<file path="src/rtl/mck_pkg.sv">
// Package for the Morse character keyer.
// Holds the character table, microcode step codes and the control word types.
// No dependencies.
package mck_pkg;

  localparam int unsigned DitW  = 11;
  localparam int unsigned DurW  = 14;
  localparam int unsigned CharW = 8;
  localparam int unsigned PatW  = 8;
  localparam int unsigned LenW  = 4;
  localparam int unsigned UpcW  = 3;

  localparam logic [DitW-1:0] DitReset = 11'd120;

  typedef logic [UpcW-1:0] upc_t;

  localparam upc_t UpcIdle     = 3'd0;
  localparam upc_t UpcDispatch = 3'd1;
  localparam upc_t UpcTone     = 3'd2;
  localparam upc_t UpcGap      = 3'd3;
  localparam upc_t UpcTail     = 3'd4;

  typedef enum logic [1:0] {
    COND_ALWAYS,
    COND_START,
    COND_ANY,
    COND_MORE
  } cond_e;

  typedef enum logic [1:0] {
    DUR_DIT,
    DUR_SYM,
    DUR_TAIL
  } dur_e;

  typedef struct packed {
    logic  load;
    logic  emit;
    logic  tone;
    logic  last;
    logic  shift;
    dur_e  dur_sel;
    cond_e cond;
    upc_t  target;
    upc_t  alt;
  } ucode_t;

  typedef struct packed {
    logic any;
    logic more;
  } dp_status_t;

  typedef struct packed {
    logic [LenW-1:0] len;
    logic [PatW-1:0] pat;
  } morse_t;

  // Symbols are left-justified, first symbol in the top bit; a one is a dash.
  function automatic morse_t morse_lookup(input logic [CharW-1:0] ch);
    morse_t m;
    case (ch)
      8'h27:   m = '{4'd6, 8'b011110_00};
      8'h29:   m = '{4'd6, 8'b101101_00};
      8'h2C:   m = '{4'd6, 8'b110011_00};
      8'h2D:   m = '{4'd6, 8'b100001_00};
      8'h2E:   m = '{4'd6, 8'b010101_00};
      8'h2F:   m = '{4'd5, 8'b10010_000};
      8'h30:   m = '{4'd5, 8'b11111_000};
      8'h31:   m = '{4'd5, 8'b01111_000};
      8'h32:   m = '{4'd5, 8'b00111_000};
      8'h33:   m = '{4'd5, 8'b00011_000};
      8'h34:   m = '{4'd5, 8'b00001_000};
      8'h35:   m = '{4'd5, 8'b00000_000};
      8'h36:   m = '{4'd5, 8'b10000_000};
      8'h37:   m = '{4'd5, 8'b11000_000};
      8'h38:   m = '{4'd5, 8'b11100_000};
      8'h39:   m = '{4'd5, 8'b11110_000};
      8'h3A:   m = '{4'd6, 8'b111000_00};
      8'h3B:   m = '{4'd6, 8'b101010_00};
      8'h3F:   m = '{4'd6, 8'b001100_00};
      8'h41:   m = '{4'd2, 8'b01_000000};
      8'h42:   m = '{4'd4, 8'b1000_0000};
      8'h43:   m = '{4'd4, 8'b1010_0000};
      8'h44:   m = '{4'd3, 8'b100_00000};
      8'h45:   m = '{4'd1, 8'b0_0000000};
      8'h46:   m = '{4'd4, 8'b0010_0000};
      8'h47:   m = '{4'd3, 8'b110_00000};
      8'h48:   m = '{4'd4, 8'b0000_0000};
      8'h49:   m = '{4'd2, 8'b00_000000};
      8'h4A:   m = '{4'd4, 8'b0111_0000};
      8'h4B:   m = '{4'd3, 8'b101_00000};
      8'h4C:   m = '{4'd4, 8'b0100_0000};
      8'h4D:   m = '{4'd2, 8'b11_000000};
      8'h4E:   m = '{4'd2, 8'b10_000000};
      8'h4F:   m = '{4'd3, 8'b111_00000};
      8'h50:   m = '{4'd4, 8'b0110_0000};
      8'h51:   m = '{4'd4, 8'b1101_0000};
      8'h52:   m = '{4'd3, 8'b010_00000};
      8'h53:   m = '{4'd3, 8'b000_00000};
      8'h54:   m = '{4'd1, 8'b1_0000000};
      8'h55:   m = '{4'd3, 8'b001_00000};
      8'h56:   m = '{4'd4, 8'b0001_0000};
      8'h57:   m = '{4'd3, 8'b011_00000};
      8'h58:   m = '{4'd4, 8'b1001_0000};
      8'h59:   m = '{4'd4, 8'b1011_0000};
      8'h5A:   m = '{4'd4, 8'b1100_0000};
      8'h5F:   m = '{4'd6, 8'b001101_00};
      8'h08:   m = '{4'd8, 8'b00000000};
      default: m = '{4'd0, 8'b00000000};
    endcase
    return m;
  endfunction

endpackage

</file>
<file path="src/rtl/mck_seq.sv">
// Microcode sequencer of the Morse character keyer.
// Holds the step counter and the control store; depends on mck_pkg.
module mck_seq (
  input  logic               clk_i,
  input  logic               rst_ni,
  input  logic               start_i,
  input  mck_pkg::dp_status_t status_i,
  output mck_pkg::ucode_t    ctl_o,
  output logic               busy_o
);
  import mck_pkg::*;

  upc_t   upc_q, upc_d;
  ucode_t uw;
  logic   take;

  always_comb begin
    unique case (upc_q)
      UpcIdle:     uw = '{1'b1, 1'b0, 1'b0, 1'b0, 1'b0, DUR_DIT,  COND_START,
                          UpcDispatch, UpcIdle};
      UpcDispatch: uw = '{1'b0, 1'b0, 1'b0, 1'b0, 1'b0, DUR_DIT,  COND_ANY,
                          UpcTone, UpcTail};
      UpcTone:     uw = '{1'b0, 1'b1, 1'b1, 1'b0, 1'b1, DUR_SYM,  COND_MORE,
                          UpcGap, UpcTail};
      UpcGap:      uw = '{1'b0, 1'b1, 1'b0, 1'b0, 1'b0, DUR_DIT,  COND_ALWAYS,
                          UpcTone, UpcTone};
      UpcTail:     uw = '{1'b0, 1'b1, 1'b0, 1'b1, 1'b0, DUR_TAIL, COND_ALWAYS,
                          UpcIdle, UpcIdle};
      default:     uw = '{1'b0, 1'b0, 1'b0, 1'b0, 1'b0, DUR_DIT,  COND_ALWAYS,
                          UpcIdle, UpcIdle};
    endcase
  end

  always_comb begin
    unique case (uw.cond)
      COND_ALWAYS: take = 1'b1;
      COND_START:  take = start_i;
      COND_ANY:    take = status_i.any;
      COND_MORE:   take = status_i.more;
      default:     take = 1'b0;
    endcase
    upc_d = take ? uw.target : uw.alt;
  end

  always_ff @(posedge clk_i or negedge rst_ni) begin
    if (!rst_ni) begin
      upc_q <= UpcIdle;
    end else begin
      upc_q <= upc_d;
    end
  end

  assign ctl_o  = uw;
  assign busy_o = (upc_q != UpcIdle);

endmodule

</file>
<file path="src/rtl/mck_datapath.sv">
// Datapath of the Morse character keyer: symbol shifter, counter and segment register.
// Driven by the control word of mck_seq; depends on mck_pkg.
module mck_datapath (
  input  logic                         clk_i,
  input  logic                         rst_ni,
  input  mck_pkg::ucode_t              ctl_i,
  input  logic                         start_i,
  input  logic [mck_pkg::CharW-1:0]    char_code_i,
  input  logic                         final_char_i,
  input  logic                         dit_we_i,
  input  logic [mck_pkg::DitW-1:0]     dit_wdata_i,
  output mck_pkg::dp_status_t          status_o,
  output logic                         strobe_o,
  output logic                         tone_on_o,
  output logic [mck_pkg::DurW-1:0]     duration_ms_o,
  output logic                         last_segment_o
);
  import mck_pkg::*;

  logic [DitW-1:0] dit_q;
  logic [PatW-1:0] pat_q;
  logic [LenW-1:0] cnt_q;
  logic            final_q;
  logic            strobe_q;
  logic            tone_q, last_q;
  logic [DurW-1:0] dur_q, dur_d;
  logic [DurW-1:0] d1, d3, d7;
  morse_t          lk;

  assign lk = morse_lookup(char_code_i);
  assign d1 = {{(DurW-DitW){1'b0}}, dit_q};
  assign d3 = (d1 << 1) + d1;
  assign d7 = (d1 << 3) - d1;

  always_comb begin
    case (ctl_i.dur_sel)
      DUR_SYM:  dur_d = pat_q[PatW-1] ? d3 : d1;
      DUR_TAIL: dur_d = final_q ? d7 : d3;
      default:  dur_d = d1;
    endcase
  end

  always_ff @(posedge clk_i or negedge rst_ni) begin
    if (!rst_ni) begin
      dit_q    <= DitReset;
      cnt_q    <= '0;
      strobe_q <= 1'b0;
    end else begin
      if (dit_we_i) begin
        dit_q <= dit_wdata_i;
      end
      if (ctl_i.load && start_i) begin
        cnt_q <= lk.len;
      end else if (ctl_i.shift) begin
        cnt_q <= cnt_q - 1'b1;
      end
      strobe_q <= ctl_i.emit;
    end
  end

  always_ff @(posedge clk_i) begin
    if (ctl_i.load && start_i) begin
      pat_q   <= lk.pat;
      final_q <= final_char_i;
    end else if (ctl_i.shift) begin
      pat_q <= {pat_q[PatW-2:0], 1'b0};
    end
    if (ctl_i.emit) begin
      tone_q <= ctl_i.tone;
      last_q <= ctl_i.last;
      dur_q  <= dur_d;
    end
  end

  assign status_o.any    = (cnt_q != '0);
  assign status_o.more   = (cnt_q > LenW'(1));
  assign strobe_o        = strobe_q;
  assign tone_on_o       = tone_q;
  assign duration_ms_o   = dur_q;
  assign last_segment_o  = last_q;

endmodule

</file>
<file path="src/rtl/morse_character_keyer.sv">
// Top level of the Morse character keyer.
// Instantiates mck_seq and mck_datapath; depends on mck_pkg.
//
// A character is taken at a clock edge where start is high and busy is low.
// The character is looked up in a fixed Morse table and sent as a run of
// segments: tones of one or three dits, one-dit gaps between symbols, and a
// trailing silence of three dits, or seven when final_char_i is set.
// Each segment appears on the result ports for one cycle with strobe_o high;
// the receiver cannot stall, so every segment must be taken when shown.
// After the accepting edge the sequencer steps through Dispatch to the first
// segment step, whose segment is registered onto the ports; then one segment
// follows per cycle, and the trailing silence carries last_segment_o. Busy
// stays high for one microcode step to dispatch and one step per segment,
// and is longest for the eight-dot error code.
// The dit length register is written through dit_we_i and dit_wdata_i; the
// user must write it only while the block is idle, which the block itself
// does not enforce. Reset returns the sequencer to idle and the dit length to 120 ms.
module morse_character_keyer (
  input  logic                      clk_i,
  input  logic                      rst_ni,
  input  logic                      start,
  output logic                      busy,
  input  logic [mck_pkg::CharW-1:0] char_code_i,
  input  logic                      final_char_i,
  input  logic                      dit_we_i,
  input  logic [mck_pkg::DitW-1:0]  dit_wdata_i,
  output logic                      strobe_o,
  output logic                      tone_on_o,
  output logic [mck_pkg::DurW-1:0]  duration_ms_o,
  output logic                      last_segment_o
);
  import mck_pkg::*;

  ucode_t     ctl;
  dp_status_t status;

  mck_seq u_seq (
    .clk_i    (clk_i),
    .rst_ni   (rst_ni),
    .start_i  (start),
    .status_i (status),
    .ctl_o    (ctl),
    .busy_o   (busy)
  );

  mck_datapath u_dp (
    .clk_i          (clk_i),
    .rst_ni         (rst_ni),
    .ctl_i          (ctl),
    .start_i        (start),
    .char_code_i    (char_code_i),
    .final_char_i   (final_char_i),
    .dit_we_i       (dit_we_i),
    .dit_wdata_i    (dit_wdata_i),
    .status_o       (status),
    .strobe_o       (strobe_o),
    .tone_on_o      (tone_on_o),
    .duration_ms_o  (duration_ms_o),
    .last_segment_o (last_segment_o)
  );

endmodule

</file>
<file path="config.mk">
export PLATFORM = sky130hd
export DESIGN_NAME = morse_character_keyer
export DESIGN_NICKNAME = d
export VERILOG_FILES = /design/src/rtl/mck_pkg.sv /design/src/rtl/mck_seq.sv /design/src/rtl/mck_datapath.sv /design/src/rtl/morse_character_keyer.sv
export SDC_FILE = /design/constraint.sdc
export NUM_CORES = 1
export LEC_CHECK = 0
export BUFFER_PORTS_ARGS = -buffer_cell sky130_fd_sc_hd__clkbuf_2
export CAP_MARGIN = 20
export CORE_MARGIN = 2
export CORE_UTILIZATION = 30
export CTS_CLUSTER_DIAMETER = 120
export DETAILED_ROUTE_END_ITERATION = 10
export GPL_TIMING_DRIVEN = 0
export SLEW_MARGIN = 5
export SYNTH_ARGS = -nofsm -noshare
export SYNTH_HDL_FRONTEND = slang
export SYNTH_SLANG_ARGS = --single-unit
</file>
<file path="constraint.sdc">
create_clock -name clk_i -period 7.05 [get_ports clk_i]
set_clock_uncertainty 0.15 [all_clocks]
set_input_delay 1.0575 -clock clk_i [delete_from_list [all_inputs] [get_ports clk_i]]
set_output_delay 1.0575 -clock clk_i [all_outputs]
set_load 0.02 [all_outputs]
</file>
# Word-level counts from Yosys, hierarchy flattened
# Memory sizes are Yosys's and may differ from the RTL's.
# Cells that the tools add are included.
# word_totals
mem_count	1
ff_bits	44
output_inout_bits	18
wordCells	40
mem_bits_ro	1280
# op_classes
n_reduce_logical	6
magnitude_cmp	1
add_sub_neg	3
n_eq_ne	9
mux	11
# mem_list
memory	words	word_bits	read_ports	rd_clocked_by_memory_dff	wr	line_no	text
(no name shown)	128	10	1	0	0	mck_pkg.sv:61	case (ch)
# ops
operator	n
$pmux W15 S5	1
$mux W14	2
$pmux W14 S2	1
$mux W8	2
$sub A14 B11 Y14	1
$add A12 B11 Y13	1
$mux W12	1
$mux W4	2
$eq A2 B2 Y1 const B	3
$eq A3 B2 Y1 const B	2
$eq A2 B1 Y1 const B	2
$gt A4 B1 Y1 const B	1
$pmux W1 S4	1
$reduce_bool A4 Y1	1
$sub A4 B1 Y4 const B	1
$eq A3 B1 Y1 const B	1
$eq A3 B3 Y1 const B	1
$logic_not A3 Y1	1
$mux W3	1
$reduce_bool A3 Y1	1
$logic_not A2 Y1	1
$reduce_bool A2 Y1	1
$logic_and A1 B1 Y1	1

# Depth between registers and ports, before layout
# depth
ltp_word	5
depth_mapped	11
ltp_nobuf	9

# By module
# From an unflattened synthesis, not the netlist that was laid out.
# unflattened
cells_unflattened	441
area_unflattened_um2	3727.3
# modules_own_cells
mod	seq_area_each_um2	cells_each	n_inst	area_per_inst_um2
mck_datapath	1096.1	407	1	3455.8
mck_seq	75.1	34	1	271.5

# Worst setup path before layout
# No wires, ideal clock.
# synth_timing
kind	input-to-reg
from	input char_code_i[1] (netlist name)
to	register u_dp.cnt_q[1]
required_time_ns	6.774
arrival_time_ns	2.511
n_path_buf	1
path_slack_ns	4.263
path_stages	7
path_cell_list	clkbuf_1 -> inv_1 -> ha_1 -> nor2_1 -> nor3b_1 -> o311a_1 -> o32a_1
# synth_via
elab_chain_len	3
# synth_rtl
item	line_no	text
start: declaration	morse_character_keyer.sv:23	input logic [mck_pkg::CharW-1:0] char_code_i,
$mem_v2 Z128 W10	--	
$mux W12	mck_pkg.sv:61	
$mux W4	mck_datapath.sv:52	if (ctl_i.load && start_i) begin
end signal: assignment	mck_datapath.sv:53	cnt_q <= lk.len;
end signal: assignment	mck_datapath.sv:55	cnt_q <= cnt_q - 1'b1;
end: declaration	mck_datapath.sv:22	logic [LenW-1:0] cnt_q;
# Every way passes these cells.
# A chain may end at the register's enable or synchronous reset.

# Worst setup path in the final report
# layout_timing
from	input char_code_i[1] (netlist name)
to	register u_dp.pat_q[7], data pin
# layout_via
elab_chain_len	3
# layout_rtl
item	line_no	text
$mem_v2 Z128 W10	--	
$mux W12	mck_pkg.sv:61	
$mux W8	mck_datapath.sv:62	if (ctl_i.load && start_i) begin
end signal: assignment	mck_datapath.sv:63	pat_q <= lk.pat;
end signal: assignment	mck_datapath.sv:66	pat_q <= {pat_q[PatW-2:0], 1'b0};
end: declaration	mck_datapath.sv:21	logic [PatW-1:0] pat_q;
# Every way passes these cells.

==> reports/results.ini <==
[critical_path]
critPathTopFamily = buffers and inverters
cp-startpoint = char_code_i[1]
crit_path_top_delay_cell = clkbuf_1
r2r-end = u_dp.duration_ms_o[10]$_DFFE_PP_
path_max_fanout = 10
worst-path-buf-inv = 3
crit_path_end_kind = flop
path_cells = clkbuf_2 > clkbuf_1 > inv_1 > ha_1 > nor2_1 > nor2_1 > a32oi_1 > o22ai_1 > a22o_1
arrival_ns = 3.05
ff2ff_setup_slack_ns = 4.25
worst_ep_required_time_ns = 6.94
crit_type = input pin to flop
reg2reg_depth = 9
max_stage_delay_ns = 0.43
r2r_start = u_seq.upc_q[2]$_DFF_PN0_
crit_path_frequent_cell = nor2_1
startpoint_type = input pin

[floorplan]
coreArea_um2 = 11500
rows = 39
die-area_um2 = 12700
die_h_um = 113
ioPinCount = 42
initial_core_util = 0.310
chipWidth_um = 113

[sta]
finalCriticalPeriod_ns = 3.16
slew-limit-headroom = 0.651
drv_slew = 0
max_freq_ghz = 0.317
setup_viol = 0
fin_crit_sh = 0.448
final_hold_viol_count = 0
hold_slack_ns = 0.385
worst_slack_ns = 3.89
rsz0062_at_grt = no
worst_pin_slew_ns = 0.524
fin_setup_tns_ns = 0

[synth]
synth_compound_area_frac = 0.253
synth_fa_ha_area_frac = 0.129
synth_common_cells = nand2_1 (53), ha_1 (35), nor2_1 (34), o21ai_0 (34), a21oi_1 (26)
synth.cell_area_um2 = 3550
yosysTopAreaCell = edfxtp_1
ys_ff_latch = 42
syn_avg_cell_area_um2 = 8.49
synth_top_area_share = 0.195
ys.flop_type = edfxtp_1
synth_cell_type_count = 63
yosysSeqAreaShare = 0.330
synth.net_count = 478
muxShareOfSynthArea = 0.0113
yosysWarnings = 0
synthTopCellsByArea = edfxtp_1 (19%), ha_1 (12%), dfrtp_1 (11%), nand2_1 (5.6%), o21ai_0 (4.8%)
synth_xor_area_frac = 0.0395
async_flop_share = 0.452
yosys.area_share.simple = 0.185
synth_edf_count = 23
syn_inst = 418
yosysMostFrequentCell = nand2_1
synth_top_family_by_area = compound AO/OA/AOI/OAI gates

[run_status]
outcome = finished, final reports clean

[global_routing]
grt_start_max_net_pins = 20
grt_overflow = 0
antenna_found_initial = 0
grt_pass1_wl_um = 15000
track_usage = 0.144
grt_pass1_vias = 3109

[clocking]
cts_tree = yes
htreeDepth = 2
clk_pin_slew_ns = 0.06
post_cts_resized = 0
clock_sinks = 42
cts_made_buffers = 5
cts-root-buf = clkbuf_16
clockBufferDepth = 2
hold_buffers = 0
clk_latency_ns = 0.29
post-cts-setup-buffer-count = 0

[hold_path]
hold_depth = 2
hold_end = u_dp.pat_q[3]$_DFFE_PP_
hold_class = flop to flop
min_from = u_dp.pat_q[2]$_SDFFCE_PP0P_

[detailed_routing]
drtPass1Iterations = 5
routed_wl_um = 9090
wl_per_cell_um = 14.9
ant_nets = 0
routed-via-count = 3286
drc_errors = 0
drt-vias-per-instance = 5.39
drt_iter0_markers = 236

[layout]
fin_cells = 610
area_delta_synth_final_pct = 15.7
fin_area_um2 = 4110
utilization = 0.358
num_antenna_cells = 0
final_layout_size_suffix_gt1_frac = 0.150
fill_cells = 1181
nets = 526

[power_and_ir_drop]
leakage_nw = 1.77
irDropWorstVdd_v = 0.000158
total_power_mw = 1.32
p_per_area_nw_per_um2 = 321

[placement]
place_area_um2 = 3950
dp_slack_ns = 3.65
gp_congestion = 0.891
placed_cells = 602
io_buffers = 40
hpwl_um = 7140

[job]
drv_cap = 0

[cells by family (layout without fill, tap and decap cells)]
kind of cell	after synthesis	in the layout
and+or+nand+nor	137	137
AOI/OAI and AO/OA	136	136
buffers and inverters	47	96
DFF	42	42
adders and majority gates	36	36
xor gates and xnor gates	16	16
muxes	4	4
[final cells by class]
class	count	area, um2	share of cell area
multi-input cells	329	2200	0.535
flip-flops and latches	42	1170	0.285
repair buffers	41	215	0.0524
well taps	143	179	0.0436
clock buffers	7	154	0.0375
inverters	27	101	0.0247
plain buffers	20	85.1	0.0207
clock inverters	1	6.26	0.00152
[how the worst max path moves through the flow]
stage                     slack (ns)                        end  cells past startpoint
final                           3.89    u_dp.pat_q[7]$_DFFE_PP_                      9
after CTS                       3.94    u_dp.pat_q[7]$_DFFE_PP_                      9
after detailed placement        3.65    u_dp.pat_q[7]$_DFFE_PP_                      9
after global placement          3.65    u_dp.pat_q[7]$_DFFE_PP_                      9
after floorplan                 4.26  u_dp.cnt_q[1]$_DFFE_PN0P_                      7
after global routing            3.74    u_dp.pat_q[7]$_DFFE_PP_                      9
[flip-flops by register name, indices dropped and copies added (netlist names)]
name	flops
u_dp.cnt_q	4
u_dp.dit_q	11
u_dp.duration_ms_o	14
u_dp.final_q	1
u_dp.last_segment_o	1
u_dp.pat_q	6
u_dp.strobe_o	1
u_dp.tone_on_o	1
u_seq.upc_q	3
[layout by cell type, fill, tap and decap left out, types with 3 or more instances in the layout]
cell type and instances:
a211oi_1 6, a21o_1 8, a21oi_1 26, a221o_1 3, a22oi_1 5, a31oi_1 6, a32oi_1 4, buf_1 4
buf_2 5, clkbuf_1 11, clkbuf_16 6, clkbuf_2 40, dfrtp_1 15, dfstp_2 4, edfxtp_1 23, ha_1 35
inv_1 25, mux2i_1 4, nand2_1 53, nand2b_1 4, nand3_1 6, nor2_1 34, nor2b_1 11, nor3_1 9
nor3b_1 4, o211ai_1 5, o21a_1 3, o21ai_0 33, o21ai_1 5, o22ai_1 8, o32a_1 3, or2_2 3
xnor2_1 8, xor2_1 8
[layer usage]
metal | up-vias | share of wire | track usage
li1 | 1620 | - | -
met1 | 1552 | 0.47 | 0.196
met2 | 101 | 0.46 | 0.235
met3 | 13 | 0.058 | 0.0198
met4 | 0 | 0.016 | 0.0496
met5 | - | 0 | 0
[report_power, final]
part           leakage (nW)  total (mW)  switching, mW  internal (mW)
registers             0.453       0.443         0.0525          0.390
clock network        0.0796       0.249         0.0962          0.153
logic                  1.24       0.628          0.396          0.233
total                  1.77        1.32          0.544          0.776
[worst min-delay path: cells and delay by family, from the launching register on]
kind	cells	cell delay (ns)
AOI/OAI and AO/OA	1	0.06
DFF	1	0.33
and+or+nand+nor	1	0.04
Power figures use the tool's default switching activity.
